## src/design/sps_pkg.sv

```systemverilog
// sps_pkg: shared constants, codes and the half-step table for the stepper phase sequencer
// no dependencies
package sps_pkg;

   localparam int OP_W     = 2;
   localparam int STEPS_W  = 16;
   localparam int POS_W    = 16;
   localparam int LEFT_W   = 15;
   localparam int REV_W    = 15;
   localparam int COIL_W   = 4;
   localparam int PHASE_W  = 3;
   localparam int CSR_IDX_W  = 2;
   localparam int CSR_DATA_W = 15;

   typedef logic [OP_W-1:0]       op_type;
   typedef logic [CSR_IDX_W-1:0]  csr_idx_type;
   typedef logic [COIL_W-1:0]     coil_type;
   typedef logic [PHASE_W-1:0]    phase_type;

   // operation codes
   localparam op_type OP_LOAD_MOVE = 2'd0;
   localparam op_type OP_STEP_TICK = 2'd1;
   localparam op_type OP_NORMALIZE = 2'd2;
   localparam op_type OP_UNUSED    = 2'd3;

   // configuration register indexes
   localparam csr_idx_type CSR_DRIVE_MODE    = 2'd0;
   localparam csr_idx_type CSR_STEPS_PER_REV = 2'd1;

   localparam logic [REV_W-1:0]  REV_RESET  = 15'd400;
   localparam coil_type          COIL_OFF   = 4'hF;
   localparam logic [LEFT_W-1:0] LEFT_MAX   = 15'h7FFF;

   // half-step coil table, active high
   function automatic coil_type half_step(input phase_type idx);
      coil_type pat;
      unique case (idx)
         3'd0: pat = 4'h1;
         3'd1: pat = 4'h3;
         3'd2: pat = 4'h2;
         3'd3: pat = 4'h6;
         3'd4: pat = 4'h4;
         3'd5: pat = 4'hC;
         3'd6: pat = 4'h8;
         3'd7: pat = 4'h9;
         default: pat = 4'h0;
      endcase
      return pat;
   endfunction

endpackage

```

## src/design/stepper_phase_sequencer.sv

```systemverilog
// stepper_phase_sequencer: top level, half-step / pulse stepper controller
// depends on sps_pkg
//
// usage
//   request channel (req_*): one transaction per command: load move, step tick,
//   normalize position against a target. valid/ready handshake.
//   response channel (rsp_*): exactly one transaction per request, carrying the
//   coil nibble (active low), step pulse, direction, position, steps left and
//   move done after that command.
//   csr port: csr_wr_en with csr_index / csr_wdata writes drive_mode (index 0)
//   or steps_per_rev (index 1); other indexes are ignored.
// latency and throughput
//   a request accepted at one edge shows its response from the next cycle on;
//   one request per cycle is taken as long as the response is drained.
//   the rate is set by the single response register: the command logic runs
//   in the cycle of acceptance and state updates at the same edge.
// reset
//   synchronous, active high: coils off (all ones), position zero, no steps
//   left, forward, pulse mode, 400 steps per revolution, response empty.
// stalls
//   while rsp_ready is low with a response held, req_ready is low; a request
//   is taken in the same cycle the held response leaves.
module stepper_phase_sequencer (
   input  logic                          clock,
   input  logic                          reset,
   // request channel
   input  logic                          req_valid,
   output logic                          req_ready,
   input  sps_pkg::op_type               req_operation,
   input  logic signed [sps_pkg::STEPS_W-1:0] req_move_steps,
   input  logic                          req_record_move,
   input  logic signed [sps_pkg::POS_W-1:0]   req_target_position,
   // response channel
   output logic                          rsp_valid,
   input  logic                          rsp_ready,
   output sps_pkg::coil_type             rsp_coil_pattern,
   output logic                          rsp_step_pulse,
   output logic                          rsp_direction,
   output logic signed [sps_pkg::POS_W-1:0]   rsp_position,
   output logic [sps_pkg::LEFT_W-1:0]    rsp_steps_left,
   output logic                          rsp_move_done,
   // configuration port
   input  logic                          csr_wr_en,
   input  sps_pkg::csr_idx_type          csr_index,
   input  logic [sps_pkg::CSR_DATA_W-1:0] csr_wdata
);
   import sps_pkg::*;

   // configuration registers
   logic              drive_mode_ff, drive_mode_in;
   logic [REV_W-1:0]  rev_ff, rev_in;

   // motor state
   phase_type               phase_ff, phase_in;
   logic                    dir_ff, dir_in;
   logic signed [POS_W-1:0] pos_ff, pos_in;
   logic [LEFT_W-1:0]       left_ff, left_in;
   logic                    rec_ff, rec_in;
   coil_type                coil_ff, coil_in;

   // response register
   logic valid_ff, valid_in;
   logic pulse_ff, pulse_in;

   logic accept;

   // normalize datapath
   logic signed [POS_W+2:0] now_x, tgt_x, rev_x, half_x, diff, diff_sub;
   logic signed [POS_W+2:0] norm_x;
   logic signed [STEPS_W:0] neg_steps;

   // response register frees itself when drained
   assign req_ready = !valid_ff || rsp_ready;
   assign accept    = req_valid && req_ready;

   // csr writes
   always_comb begin
      drive_mode_in = drive_mode_ff;
      rev_in        = rev_ff;
      if (csr_wr_en) begin
         unique case (csr_index)
            CSR_DRIVE_MODE:    drive_mode_in = csr_wdata[0];
            CSR_STEPS_PER_REV: rev_in        = csr_wdata[REV_W-1:0];
            default: ;
         endcase
      end
   end

   // normalize: the two compares are formed in parallel from one difference
   always_comb begin
      now_x    = (POS_W+3)'(pos_ff);
      tgt_x    = (POS_W+3)'(req_target_position);
      rev_x    = (POS_W+3)'($signed({1'b0, rev_ff}));
      half_x   = (POS_W+3)'($signed({2'b00, rev_ff[REV_W-1:1]}));
      diff     = now_x - tgt_x;
      diff_sub = diff - rev_x;
      priority if (diff > half_x) begin
         // after taking one turn off, adding it back restores the original
         norm_x = (diff_sub < -half_x) ? now_x : now_x - rev_x;
      end else if (diff < -half_x) begin
         norm_x = now_x + rev_x;
      end else begin
         norm_x = now_x;
      end
   end

   assign neg_steps = -(STEPS_W+1)'(req_move_steps);

   // command logic
   always_comb begin
      phase_in = phase_ff;
      dir_in   = dir_ff;
      pos_in   = pos_ff;
      left_in  = left_ff;
      rec_in   = rec_ff;
      coil_in  = coil_ff;
      pulse_in = pulse_ff;
      valid_in = valid_ff && !rsp_ready;
      if (accept) begin
         valid_in = 1'b1;
         pulse_in = 1'b0;
         unique case (req_operation)
            OP_LOAD_MOVE: begin
               rec_in = req_record_move;
               priority if (req_move_steps > 0) begin
                  dir_in  = 1'b0;
                  left_in = req_move_steps[LEFT_W-1:0];
               end else if (req_move_steps < 0) begin
                  dir_in  = 1'b1;
                  // the most negative count saturates
                  left_in = neg_steps[STEPS_W-1] ? LEFT_MAX : neg_steps[LEFT_W-1:0];
               end else begin
                  left_in = '0;
               end
            end
            OP_STEP_TICK: begin
               if (left_ff != '0) begin
                  if (drive_mode_ff) begin
                     phase_in = dir_ff ? phase_ff - 3'd1 : phase_ff + 3'd1;
                     coil_in  = ~half_step(phase_in);
                  end else begin
                     pulse_in = 1'b1;
                  end
                  left_in = left_ff - 1'b1;
                  if (rec_ff) begin
                     pos_in = dir_ff ? pos_ff - 16'sd1 : pos_ff + 16'sd1;
                  end
               end
            end
            OP_NORMALIZE: pos_in = norm_x[POS_W-1:0];
            OP_UNUSED: ;
            default: ;
         endcase
      end
   end

   always_ff @(posedge clock) begin
      if (reset) begin
         drive_mode_ff <= 1'b0;
         rev_ff        <= REV_RESET;
         phase_ff      <= '0;
         dir_ff        <= 1'b0;
         pos_ff        <= '0;
         left_ff       <= '0;
         rec_ff        <= 1'b0;
         coil_ff       <= COIL_OFF;
         valid_ff      <= 1'b0;
         pulse_ff      <= 1'b0;
      end else begin
         drive_mode_ff <= drive_mode_in;
         rev_ff        <= rev_in;
         phase_ff      <= phase_in;
         dir_ff        <= dir_in;
         pos_ff        <= pos_in;
         left_ff       <= left_in;
         rec_ff        <= rec_in;
         coil_ff       <= coil_in;
         valid_ff      <= valid_in;
         pulse_ff      <= pulse_in;
      end
   end

   // the state registers are the response payload
   assign rsp_valid        = valid_ff;
   assign rsp_coil_pattern = coil_ff;
   assign rsp_step_pulse   = pulse_ff;
   assign rsp_direction    = dir_ff;
   assign rsp_position     = pos_ff;
   assign rsp_steps_left   = left_ff;
   assign rsp_move_done    = (left_ff == '0);

endmodule

```

## config.mk

```make
export PLATFORM = sky130hd
export DESIGN_NAME = stepper_phase_sequencer
export DESIGN_NICKNAME = d
export VERILOG_FILES = /design/src/design/sps_pkg.sv /design/src/design/stepper_phase_sequencer.sv
export SDC_FILE = /design/constraint.sdc
export NUM_CORES = 1
export LEC_CHECK = 0
export ABC_AREA = 1
export BUFFER_PORTS_ARGS = -buffer_cell sky130_fd_sc_hd__buf_2
export CORE_UTILIZATION = 40
export DETAILED_ROUTE_END_ITERATION = 10
export GPL_TIMING_DRIVEN = 1
export PLACE_DENSITY = 0.63
export SETUP_SLACK_MARGIN = 0.15
export SLEW_MARGIN = 20
export SYNTH_ARGS = -nofsm -noshare
export SYNTH_HDL_FRONTEND = slang
export SYNTH_SLANG_ARGS = --single-unit
```

## constraint.sdc

```tcl
create_clock -name clock -period 8.4 [get_ports clock]
set_input_delay 0.42 -clock clock [delete_from_list [all_inputs] [get_ports clock]]
set_output_delay 0.42 -clock clock [all_outputs]
set_load 0.1 [all_outputs]
```

---- After elaboration in Yosys (flattened, before gate mapping) ----
Memory sizes are Yosys's and may differ from the RTL's.
Cells that the tools add are included.
operators by class
  eq/ne operators ......................... 7
  bitwise operators ....................... 1
  div/mod/pow operators ................... 0
  reduce and logical (&&, ||, !) cells .... 19
  $add $sub $neg .......................... 11
  muxes and demuxes ....................... 23
  magnitude comparators ................... 5
  shift operators ......................... 0
  multipliers ............................. 0
operators with widths
  kind                                                            number
  two-way mux 16 bit                                              6
  two-way mux 15 bit                                              4
  one-hot mux 16 bit (2 select lines)                             1
  one-hot mux 15 bit (2 select lines)                             1
  less-than comparator 17 x 19 -> 1 bit                           1
  less-than comparator 18 x 19 -> 1 bit                           1
  negator 14 -> 19 bit                                            1
  subtractor 17 x 16 -> 18 bit                                    1
  greater-than comparator 17 x 15 -> 1 bit                        1
  subtractor 16 x 16 -> 17 bit                                    1
  adder 16 bit                                                    1
  adder 16 x 2 -> 16 bit, second input constant                   1
  greater-than comparator 16 x 1 -> 1 bit, second input constant  1
  less-than comparator 16 x 1 -> 1 bit, second input constant     1
  two-way mux 4 bit                                               4
  negator 16 bit                                                  1
  subtractor 16 bit                                               1
  subtractor 16 x 2 -> 16 bit, second input constant              1
  zero test 15 bit                                                1
  nonzero test 15 bit                                             1
  subtractor 15 x 1 -> 15 bit, second input constant              1
  two-way mux 1 bit                                               6
  != test 3 bit, second input constant                            2
  AND reduction 2 bit                                             3
  other kinds (15)                                                23
word-level totals
  memories ................................ 1
  logic and storage cells ................. 77
  memory bits (read-only) ................. 32
  register bits after elaboration ......... 58
  output and inout bits ................... 40
  bits in latches ......................... 0
  input port bits ......................... 57
  RAM bits ................................ 0
memories
  memory           depth  bits a word  read ports  clocked after Yosys merged registers in  write ports  RTL line       text
  (no name shown)  8      4            1           0                                        0            sps_pkg.sv:37  unique case (idx)

---- Longest topological paths before layout ----
Gate-level depths: netlist (run 1).
An unclocked memory read counts as a cell.
  word-level depth ........................ 8
  gate-level depth with buffers ........... 42
  mapped depth without buffers ............ 42

---- Worst setup path before layout (run 1) ----
No wires, ideal clock.
  path kind ............................... flip-flop to flip-flop
  start ................................... register pos_ff[0] (netlist: rsp_position[0])
  end ..................................... register pos_ff[15] (netlist: rsp_position[15])
  stages on the path, launching flop included .. 40
  clock period less this slack ............ 5.665 ns
  data required time ...................... 8.335 ns
  setup time .............................. 0.065 ns
  arrival ................................. 5.600 ns
  buffers on the path ..................... 1
  setup slack ............................. 2.735 ns
  cells stage by stage .................... dfxtp_1 -> inv_1 -> ha_1 -> fa_1 -> inv_1 -> nand2_1 -> nand2_1 -> nand2_1 -> o21ai_2 -> a21oi_1 -> xnor2_1 -> ha_1 -> a21oi_1 -> nor2_1 -> a211oi_1 -> nand2_1 -> nand3_1 -> nand3_2 -> [4 not listed] -> a21oi_1 -> ha_1 -> nand2_1 -> o21ai_0 -> nand3_1 -> nand3_1 -> a21oi_1 -> o21bai_1 -> nand2_1 -> nand2_1 -> nand2_1 -> nand2_1 -> inv_1 -> nand2_1 -> inv_1 -> nor2_1 -> nor2_1 -> nor2_1
on the way
  cells in the longest elaborated chain, start to end .. 5
  elaborated cells on any way between the ends .. 19
  those cells by class .................... add/sub (6); order compare (3); eq/ne (2); mux (7); reduce/logical (1)
ends and longest elaborated chain
  item                                                                                         RTL line                                                       text
  start, declared                                                                              stepper_phase_sequencer.sv:56                                  logic signed [POS_W-1:0] pos_ff, pos_in;
  start signal, assigned                                                                       stepper_phase_sequencer.sv:174                                 pos_ff <= pos_in;
  subtractor 16 x 16 -> 17 bit (tied with other cells)                                         stepper_phase_sequencer.sv:95                                  diff = now_x - tgt_x;
  subtractor 17 x 16 -> 18 bit or two-way mux 16 bit (tied branches)                           stepper_phase_sequencer.sv:96, stepper_phase_sequencer.sv:146
  less-than comparator 18 x 19 -> 1 bit or two-way mux 16 bit (tied branches)                  stepper_phase_sequencer.sv:99, stepper_phase_sequencer.sv:145
  != test 3 bit (no source line) or two-way mux 16 bit (tied branches)                         --
  AND reduction 6 bit (no source line) or one-hot mux 16 bit (2 select lines) (tied branches)  --
Parallel ways exist; a longest one is shown, timed or not. The select of a mux whose other input is x is not followed.
A chain may end at the register's enable or synchronous reset.

---- Worst setup path in the final report (run 1) ----
Same ends and word-level chain as after synthesis.

==> reports/metrics.cfg, run 1 <==
[power_and_ir_drop]
p_int_mw = 0.821
net-switching-power_mw = 0.646
p_comb_share_pct = 50.3
swShare_pct = 44.0
powerDensity_nw_per_um2 = 179
p_clk_share_pct = 28.2
seq_power_share_pct = 21.5
power.total_mw = 1.47
irDropWorstVdd_mv = 0.0968
p_leak_nw = 4.30

[grt]
grt_max_degree = 39
grt_pass1_wl_um = 33000
grt.total_usage_pct = 22.7
grt_pass1_vias = 6661
overflow = 0
antenna_found_initial = 0

[run_status]
outcome = completed

[synth]
yosys_register_bits = 58
synth_top_area_share_pct = 17.6
synth.distinct_cells = 50
syn_area_per_cell_sq_um = 6.37
seq_area_frac_synth_pct = 16.2
syn-cell-area_sq_um = 7160
synth_area_leaders = ha_1, dfxtp_1, nand2_1
synth_edf_count = 0
synth_nets = 1286
ys_async_sr_fraction_pct = 0
yosysWarnings = 0
netlist_top_cells_count = nand2_1, inv_1, a21oi_1
syn-instance-count = 1124
yosysTopAreaCell = ha_1
yosysMostFrequentCell = nand2_1
synth_ff_type = dfxtp_1

[cts]
cts_sinks = 58
htree_levels = 3
clkLatencyLatePin_ns = 0.33
clock_tree.root_cell = clkbuf_16
clk_pin_slew_ns = 0.05
cts_tree = done
cts_hold_buffers = 0
ctsResizeCount = 0
cts_buffers = 9
cts_max_path_buffers = 2
postCtsSetupRepairBufs = 0

[critical_path]
regToRegEndpoint = rsp_position[15]
end_kind = flip-flop
cp-endpoint = rsp_position[15]
critPathMaxFanout = 16
critical-path-top-delay-family = simple AND/OR/NAND/NOR gates
max_stage_delay_ns = 0.41
regToRegSetupSlack_ns = 2.66
critPathLaunchType = flip-flop
critPathBufInv = 4
path_depth = 39
reg2reg_depth = 39
arrival_ns = 6.00
crit_start = rsp_position[0]
slowest_stage = fa_1
reg2reg_from = rsp_position[0]
crit_path_frequent_cell = nand2_1
required_ns = 8.66
path_class = reg -> reg

[floorplan]
die-area_sq_um = 18400
rows = 48
die_h_um = 136
io_pins = 97
coreArea_sq_um = 17400
die_w_um = 136
start_util_pct = 41.1

[place]
port_buffers = 96
hpwlAfterDp_um = 17000
placed_cells = 1428
gp_congestion = 0.914
place_ws_ns = 2.59

[finish]
area_delta_synth_final_pct = 14.4
antenna_cells = 0
drive_gt1_share_pct = 13.5
final_cells = 1444
fin_nets = 1376

[routing]
wirelength_um = 20300
post-route-drc-count = 0
avgRoutedWirePerCell_um = 14.1
avgViaCountPerCell = 5.11
vias = 7384
antenna_left = 0
first_pass_iters = 5
drt_iter0_drc = 396

[sta]
slew_violations = 0
finalWorstSetupSlack_ns = 2.66
post-route-min-period_ns = 5.74
rsz0062_at_grt = false
setup_violations = 0
hold_ws_ns = 0.322
hold_viol = 0
finalClockSkew_ns = 0.00537
slew-limit-headroom_pct = 40.9
worst_slew_pin_slew_ns = 0.883
fmax_ghz = 0.174
final.setup.tns_ns = 0
finalCritPeriodShare_pct = 68.3

[run]
max_cap_viol_count = 0

[min_path]
hold_start = csr_wdata[8]
worstHoldPathCells = 3
hold_path_class = in -> reg

layout make-up:
| cell class | instances | area (sq um) |
|---|---|---|
| Clock buffer | 12 | 267 |
| Tap cell | 225 | 282 |
| Timing Repair Buffer | 99 | 503 |
| Fill cell | 1877 | 9220 |
| Multi-Input combinational cell | 873 | 5260 |
| Inverter | 173 | 652 |
| Clock inverter | 4 | 72.6 |
| Sequential cell | 58 | 1160 |
power groups by stage:
stage	clock network [mW]	logic [mW]	registers (mW)
floorplan	0	0.493	0.402
detailed placement	0	0.734	0.320
global placement	0	0.730	0.320
global route	0.432	0.833	0.318
finish	0.414	0.738	0.315
CTS	0.419	0.738	0.315
flip-flops by register name (all words and copies together) (netlist names):
register,count
rsp_step_pulse,1
rec_ff,1
rev_ff,15
rsp_position,16
rsp_valid,1
drive_mode_ff,1
phase_ff,3
rsp_direction,1
rsp_steps_left,15
rsp_coil_pattern,4
tightest hold or removal path: cells and delay by family:
kind	cells	cell delay, ns
buffers and inverters	1	0.08
AO/OA/AOI/OAI	1	0.06
AND/OR/NAND/NOR	1	0.05
worst min-delay path by stage:
stage          slack (ns)             endpoint
2_1_floorplan        0.43               rec_ff
3_3_place_gp         0.44  rsp_coil_pattern[3]
3_5_place_dp         0.45  rsp_coil_pattern[1]
4_1_cts              0.31            rev_ff[8]
5_1_grt              0.33            rev_ff[8]
6_report             0.32            rev_ff[8]
metrics by stage:
stage / cell area (sq um) / util, %
3_5_place_dp: 7860 / 45.1
3_3_place_gp: 7860 / 45.1
6_report: 8200 / 47.1
4_1_cts: 8200 / 47.1
2_1_floorplan: 7160 / -
5_1_grt: 8200 / 47.1
logic make-up after synthesis:
| logic type | share of synthesized area, % |
|---|---|
| flops | 16.2 |
| compound gates | 20.5 |
| fa+ha+maj | 18.8 |
| simple gates | 26.3 |
| buf+inv | 10.4 |
| xor+xnor | 7.70 |
per-layer routing:
layer | vias up | track usage (%) | part of all wire (%)
met4 | 0 | 4.74 | 1.0
met1 | 3318 | 31.1 | 49
met2 | 151 | 38.0 | 46
met3 | 14 | 2.35 | 4.0
met5 | - | 0 | 0
li1 | 3901 | - | -
cell usage in the layout (no fill, tap or decap), types with 7 or more instances in the layout:
cell type and instances:
ha_1 101, nor2_1 105, nand2_1 229, xor2_1 47, nand2_2 12, nor3_1 13, inv_2 7, xnor2_1 16
dfxtp_1 58, a31oi_1 7, a21oi_1 123, o21ai_0 87, inv_1 164, nand4_1 12, buf_2 96, nand3_1 45
a21oi_2 10, clkbuf_16 9
No activity file was read; power rests on OpenSTA's default activity.
==> inputs of run 2 (changes only) <==
==> constraint.sdc (replaced) <==
create_clock -name clock -period 5.51 [get_ports clock]
set_input_delay 0.2755 -clock clock [delete_from_list [all_inputs] [get_ports clock]]
set_output_delay 0.2755 -clock clock [all_outputs]
set_load 0.1 [all_outputs]
==> reports/metrics.cfg, run 2 (synthesis results as in run 1) <==
[sta]
final.setup.tns_ns = 0
slew-limit-headroom_pct = 36.6
rsz0062_at_grt = true
finalClockSkew_ns = 0.00640
finalCritPeriodShare_pct = 93.1
worst_slew_pin_slew_ns = 0.947
slew_violations = 0
post-route-min-period_ns = 5.13
finalWorstSetupSlack_ns = 0.381
fmax_ghz = 0.195
hold_viol = 0
setup_violations = 0

[cts]
cts_max_path_buffers = 2
cts_sinks = 58
clk_pin_slew_ns = 0.06
htree_levels = 3
cts_buffers = 9
clkLatencyLatePin_ns = 0.33
clock_tree.root_cell = clkbuf_16
cts_tree = done

[routing]
post-route-drc-count = 0
avgRoutedWirePerCell_um = 14.8
antenna_left = 0
vias = 7696
wirelength_um = 21900
first_pass_iters = 5
avgViaCountPerCell = 5.22
drt_iter0_drc = 518

[critical_path]
critPathMaxFanout = 8
end_kind = flip-flop
slowest_stage = fa_2
crit_path_frequent_cell = nand2_1
arrival_ns = 5.40
reg2reg_depth = 39
max_stage_delay_ns = 0.40
path_class = reg -> reg
critPathLaunchType = flip-flop
required_ns = 5.78

[grt]
grt_pass1_wl_um = 35000
antenna_found_initial = 1
overflow = 0
grt_max_degree = 45
grt_pass1_vias = 7094
grt.total_usage_pct = 24.1

[min_path]
worstHoldPathCells = 3
hold_path_class = in -> reg

[finish]
fin_nets = 1407
area_delta_synth_final_pct = 20.1
antenna_cells = 0
finalCoreUtilization_pct = 49.4
final_cell_mix = nand2_1, inv_1, a21oi_1
layout_commonest_cell = nand2_1
drive_gt1_share_pct = 18.8
largest_reg_flops = 16
fillers = 1828

[place]
gp_congestion = 0.937
place_ws_ns = 0.0831
port_buffers = 96
hpwlAfterDp_um = 17700

[power_and_ir_drop]
swShare_pct = 44.7
seq_power_share_pct = 20.6
irDropWorstVdd_mv = 0.168
p_leak_nw = 4.48
p_clk_share_pct = 26.5
p_int_mw = 1.28
net-switching-power_mw = 1.04
powerDensity_nw_per_um2 = 270
p_comb_share_pct = 52.9

[floorplan]
coreArea_sq_um = 17400
die-area_sq_um = 18400
start_util_pct = 41.1
die_w_um = 136
io_pins = 97
die_h_um = 136
rows = 48

[run]
max_cap_viol_count = 0

[run_status]
outcome = completed

==> run 2: changes by cell type in the layout (fill, tap and decap cells not counted), sizes merged <==
cell,previous run,this run
nand3,49,50
clkbuf,12,10
buf,99,129
inv,172,173
clkinvlp,1,2
==> run 2: worst max-delay path, delay by kind of cell, from the launching register on <==
family | cells | cell delay, ns
simple gates | 22 | 1.86
fa+ha+maj | 4 | 1.23
compound gates | 7 | 0.95
xor+xnor | 2 | 0.39
flops | 1 | 0.34
buf+inv | 4 | 0.31
==> run 2: path summary, 6_finish.rpt <==
| kind | start | endpoint | slack (ns) |
|---|---|---|---|
| max | rsp_position[0] | rsp_position[15] | 0.38 |
| min | csr_wdata[8] | rev_ff[8] | 0.17 |
| min reg2reg | rsp_coil_pattern[3] | rsp_coil_pattern[3] | 0.46 |
| max reg2reg | rsp_position[0] | rsp_position[15] | 0.38 |
==> run 2: layout make-up <==
cell class | count | area, sq um | area share (%)
inverter | 173 | 654 | 7.61
tap | 225 | 282 | 3.27
clock buffer | 10 | 239 | 2.78
clock inverter | 6 | 88.8 | 1.03
sequential | 58 | 1160 | 13.5
timing repair buffer | 129 | 736 | 8.55
multi-input combinational | 874 | 5440 | 63.2
==> run 2: timing repair <==
item	CTS	global route
endpoints found under the setup margin	2	16
pin swaps	2	32
gates resized for setup	4	51
gates cloned	0	1
endpoints found under the hold margin	0	0
setup buffers	2	17
hold buffers	0	0
==> run 2: power groups by stage <==
stage / combinational, mW / clock (mW) / sequential (mW)
2_1_floorplan: 0.751 / 0 / 0.613
3_3_place_gp: 1.13 / 0 / 0.486
3_5_place_dp: 1.14 / 0 / 0.487
4_1_cts: 1.15 / 0.624 / 0.478
5_1_grt: 1.38 / 0.645 / 0.483
6_report: 1.23 / 0.617 / 0.479
==> run 2: stage by stage <==
stage | instances | hold slack, ns | area, sq um | power (mW)
global placement | 1439 | 0.443 | 7940 | 1.62
finish | 1475 | 0.165 | 8600 | 2.32
global route | 1475 | 0.163 | 8600 | 2.51
detailed placement | 1439 | 0.445 | 7940 | 1.62
floorplan | 1124 | 0.406 | 7170 | 1.36
CTS | 1457 | 0.159 | 8300 | 2.25
==> run 2: routing by layer <==
metal	vias to the layer above	share of wire, %	track usage [%]
met2	229	46	39.8
met5	-	0.046	0
met3	33	6.0	3.36
met1	3480	46	32.3
li1	3952	-	-
met4	2	1.7	6.68
==> inputs of run 3 (changes only) <==
--- a/config.mk
+++ b/config.mk
@@ -5,7 +5,7 @@
 export SDC_FILE = /design/constraint.sdc
 export NUM_CORES = 1
 export LEC_CHECK = 0
-export ABC_AREA = 1
+export ABC_AREA = 0
 export BUFFER_PORTS_ARGS = -buffer_cell sky130_fd_sc_hd__buf_2
 export CORE_UTILIZATION = 40
 export DETAILED_ROUTE_END_ITERATION = 10
==> reports/metrics.cfg, run 3 <==
[run_status]
outcome = finished with violations
violations = setup timing

[finish]
regArea_sq_um = 1190
layout_commonest_cell = buf_4
final_cell_mix = buf_4, buf_2, ha_1
multiInputGateArea_sq_um = 5540
antenna_cells = 0
stdcell_area_sq_um = 9100
drive_gt1_share_pct = 30.3
fillers = 1522
area_delta_synth_final_pct = 36.0
fin_nets = 1236
final_cells = 1295
largest_reg_flops = 16

[grt]
grt_max_degree = 59
grt.total_usage_pct = 23.7
overflow = 0
grt_pass1_wl_um = 33200
grt_pass1_vias = 6653
antenna_found_initial = 1

[synth]
syn-instance-count = 869
yosysMostFrequentCell = ha_1
syn_area_per_cell_sq_um = 7.70
synth_top_area_share_pct = 18.9
yosysTopAreaCell = ha_1
yosysWarnings = 0
synth_ff_type = dfxtp_1
synth_nets = 1031
synth_edf_count = 0
synth.distinct_cells = 69
ys_async_sr_fraction_pct = 0
yosys_register_bits = 58
syn-cell-area_sq_um = 6690
netlist_top_cells_count = ha_1, a21oi_1, nor2_1
seq_area_frac_synth_pct = 17.4
synth_area_leaders = ha_1, dfxtp_1, xnor2_1

[place]
gp_congestion = 0.869
port_buffers = 96
post_dp_cell_area_sq_um = 8210
placed_cells = 1256
place_ws_ns = -0.736
hpwlAfterDp_um = 15700

[cts]
clkLatencyLatePin_ns = 0.33
clock_tree.root_cell = clkbuf_16
clk_pin_slew_ns = 0.05
cts_buffers = 9
cts_sinks = 58
cts_max_path_buffers = 2
cts_tree = done
htree_levels = 3

[critical_path]
regToRegEndpoint = rsp_position[14]
path_depth = 33
max_stage_delay_ns = 0.42
end_kind = flip-flop
critical-path-top-delay-family = compound AO/OA/AOI/OAI gates
critPathMaxFanout = 5
reg2reg_depth = 33
arrival_ns = 5.92
crit_start = rsp_position[0]
critPathLaunchType = flip-flop
reg2reg_from = rsp_position[0]
required_ns = 5.78
critPathBufInv = 2
path_class = reg -> reg
cp-endpoint = rsp_position[14]
regToRegSetupSlack_ns = -0.14
slowest_stage = or4_1

[floorplan]
start_util_pct = 41.5
die-area_sq_um = 17200
die_w_um = 131
die_h_um = 131
io_pins = 97
rows = 46
coreArea_sq_um = 16100

[routing]
post-route-drc-count = 0
wirelength_um = 20200
first_pass_iters = 5
vias = 6993
wl_met2_um = 9250
wl_met3_um = 808
antenna_left = 0
avgRoutedWirePerCell_um = 15.6
drt_iter0_drc = 316
drt-met1-wl_um = 9760
routed.top_layer = met5
avgViaCountPerCell = 5.40

[sta]
finalWorstSetupSlack_ns = -0.142
rsz0062_at_grt = true
setup_violations = 16
post-route-min-period_ns = 5.65
finalClockSkew_ns = 0.00706
slew_violations = 0
finalCritPeriodShare_pct = 103
hold_viol = 0
worst_slew_pin_slew_ns = 0.768
slew-limit-headroom_pct = 48.8
fmax_ghz = 0.177

[run]
max_cap_viol_count = 0

[min_path]
worstHoldPathCells = 2
hold_start = csr_wdata[4]
hold_path_class = in -> reg

[power_and_ir_drop]
powerDensity_nw_per_um2 = 222
irDropWorstVdd_mv = 0.154
p_leak_nw = 4.22
power.total_mw = 2.02

run 3: cell count changes in the layout (fill, tap and decap cells not counted), moves of 29 or more:
cell | previous run | this run
a21oi_1 | 116 | 74
buf_4 | 31 | 126
inv_1 | 162 | 58
nand2_1 | 220 | 63
nand3_1 | 42 | 12
nor2_1 | 100 | 71
o21ai_0 | 80 | 32
xnor2_1 | 15 | 51
xor2_1 | 44 | 12
run 3: logic make-up after synthesis:
kind of cell | after synthesis | share of synthesized area [%]
simple gates | 268 | 19.8
fa+ha+maj | 105 | 20.1
buf+inv | 92 | 5.69
compound gates | 261 | 25.6
xor+xnor | 69 | 9.03
mux | 16 | 2.39
flops | 58 | 17.4
run 3: area by class of cell:
type / instances / area share, %
Multi-Input combinational cell: 719 / 60.9
Timing Repair Buffer: 227 / 16.9
Sequential cell: 58 / 13.1
Clock buffer: 13 / 3.09
Tap cell: 216 / 2.97
Inverter: 59 / 2.46
Clock inverter: 3 / 0.481
run 3: stage by stage:
| step | TNS [ns] | util [%] | hold WS [ns] |
|---|---|---|---|
| 2_1_floorplan | -1.14 | - | 0.393 |
| 3_3_place_gp | -5.12 | 51.0 | 0.443 |
| 3_5_place_dp | -6.10 | 51.0 | 0.450 |
| 4_1_cts | -0.682 | 55.8 | 0.153 |
| 5_1_grt | -7.00 | 56.5 | 0.158 |
| 6_report | -2.08 | 56.5 | 0.159 |
run 3: metal layers:
metal | up-vias | track usage, %
met1 | 3230 | 31.8
met3 | 30 | 3.55
met4 | 2 | 7.04
met5 | - | 0
li1 | 3572 | -
met2 | 159 | 38.9
run 3: power breakdown:
group / internal [mW] / switching (mW) / leakage (nW)
clock: 0.402 / 0.200 / 0.161
sequential: 0.437 / 0.0254 / 0.479
combinational: 0.416 / 0.541 / 3.58
run 3: repair_timing:
| action | 4_1_cts | 5_1_grt |
|---|---|---|
| pin swaps | 52 | 12 |
| endpoints found under the setup margin | 16 | 16 |
| resized for setup | 55 | 9 |
| hold endpoints to repair | 0 | 0 |
| setup buffers | 17 | 3 |
| hold buffers | 0 | 0 |
| cloned | 2 | 1 |
run 3: worst min-delay path by stage:
stage,slack (ns),to
2_1_floorplan,0.39,rev_ff[4]
3_3_place_gp,0.44,rsp_coil_pattern[2]
3_5_place_dp,0.45,rsp_coil_pattern[2]
4_1_cts,0.15,rev_ff[4]
5_1_grt,0.16,rev_ff[4]
6_report,0.16,rev_ff[4]
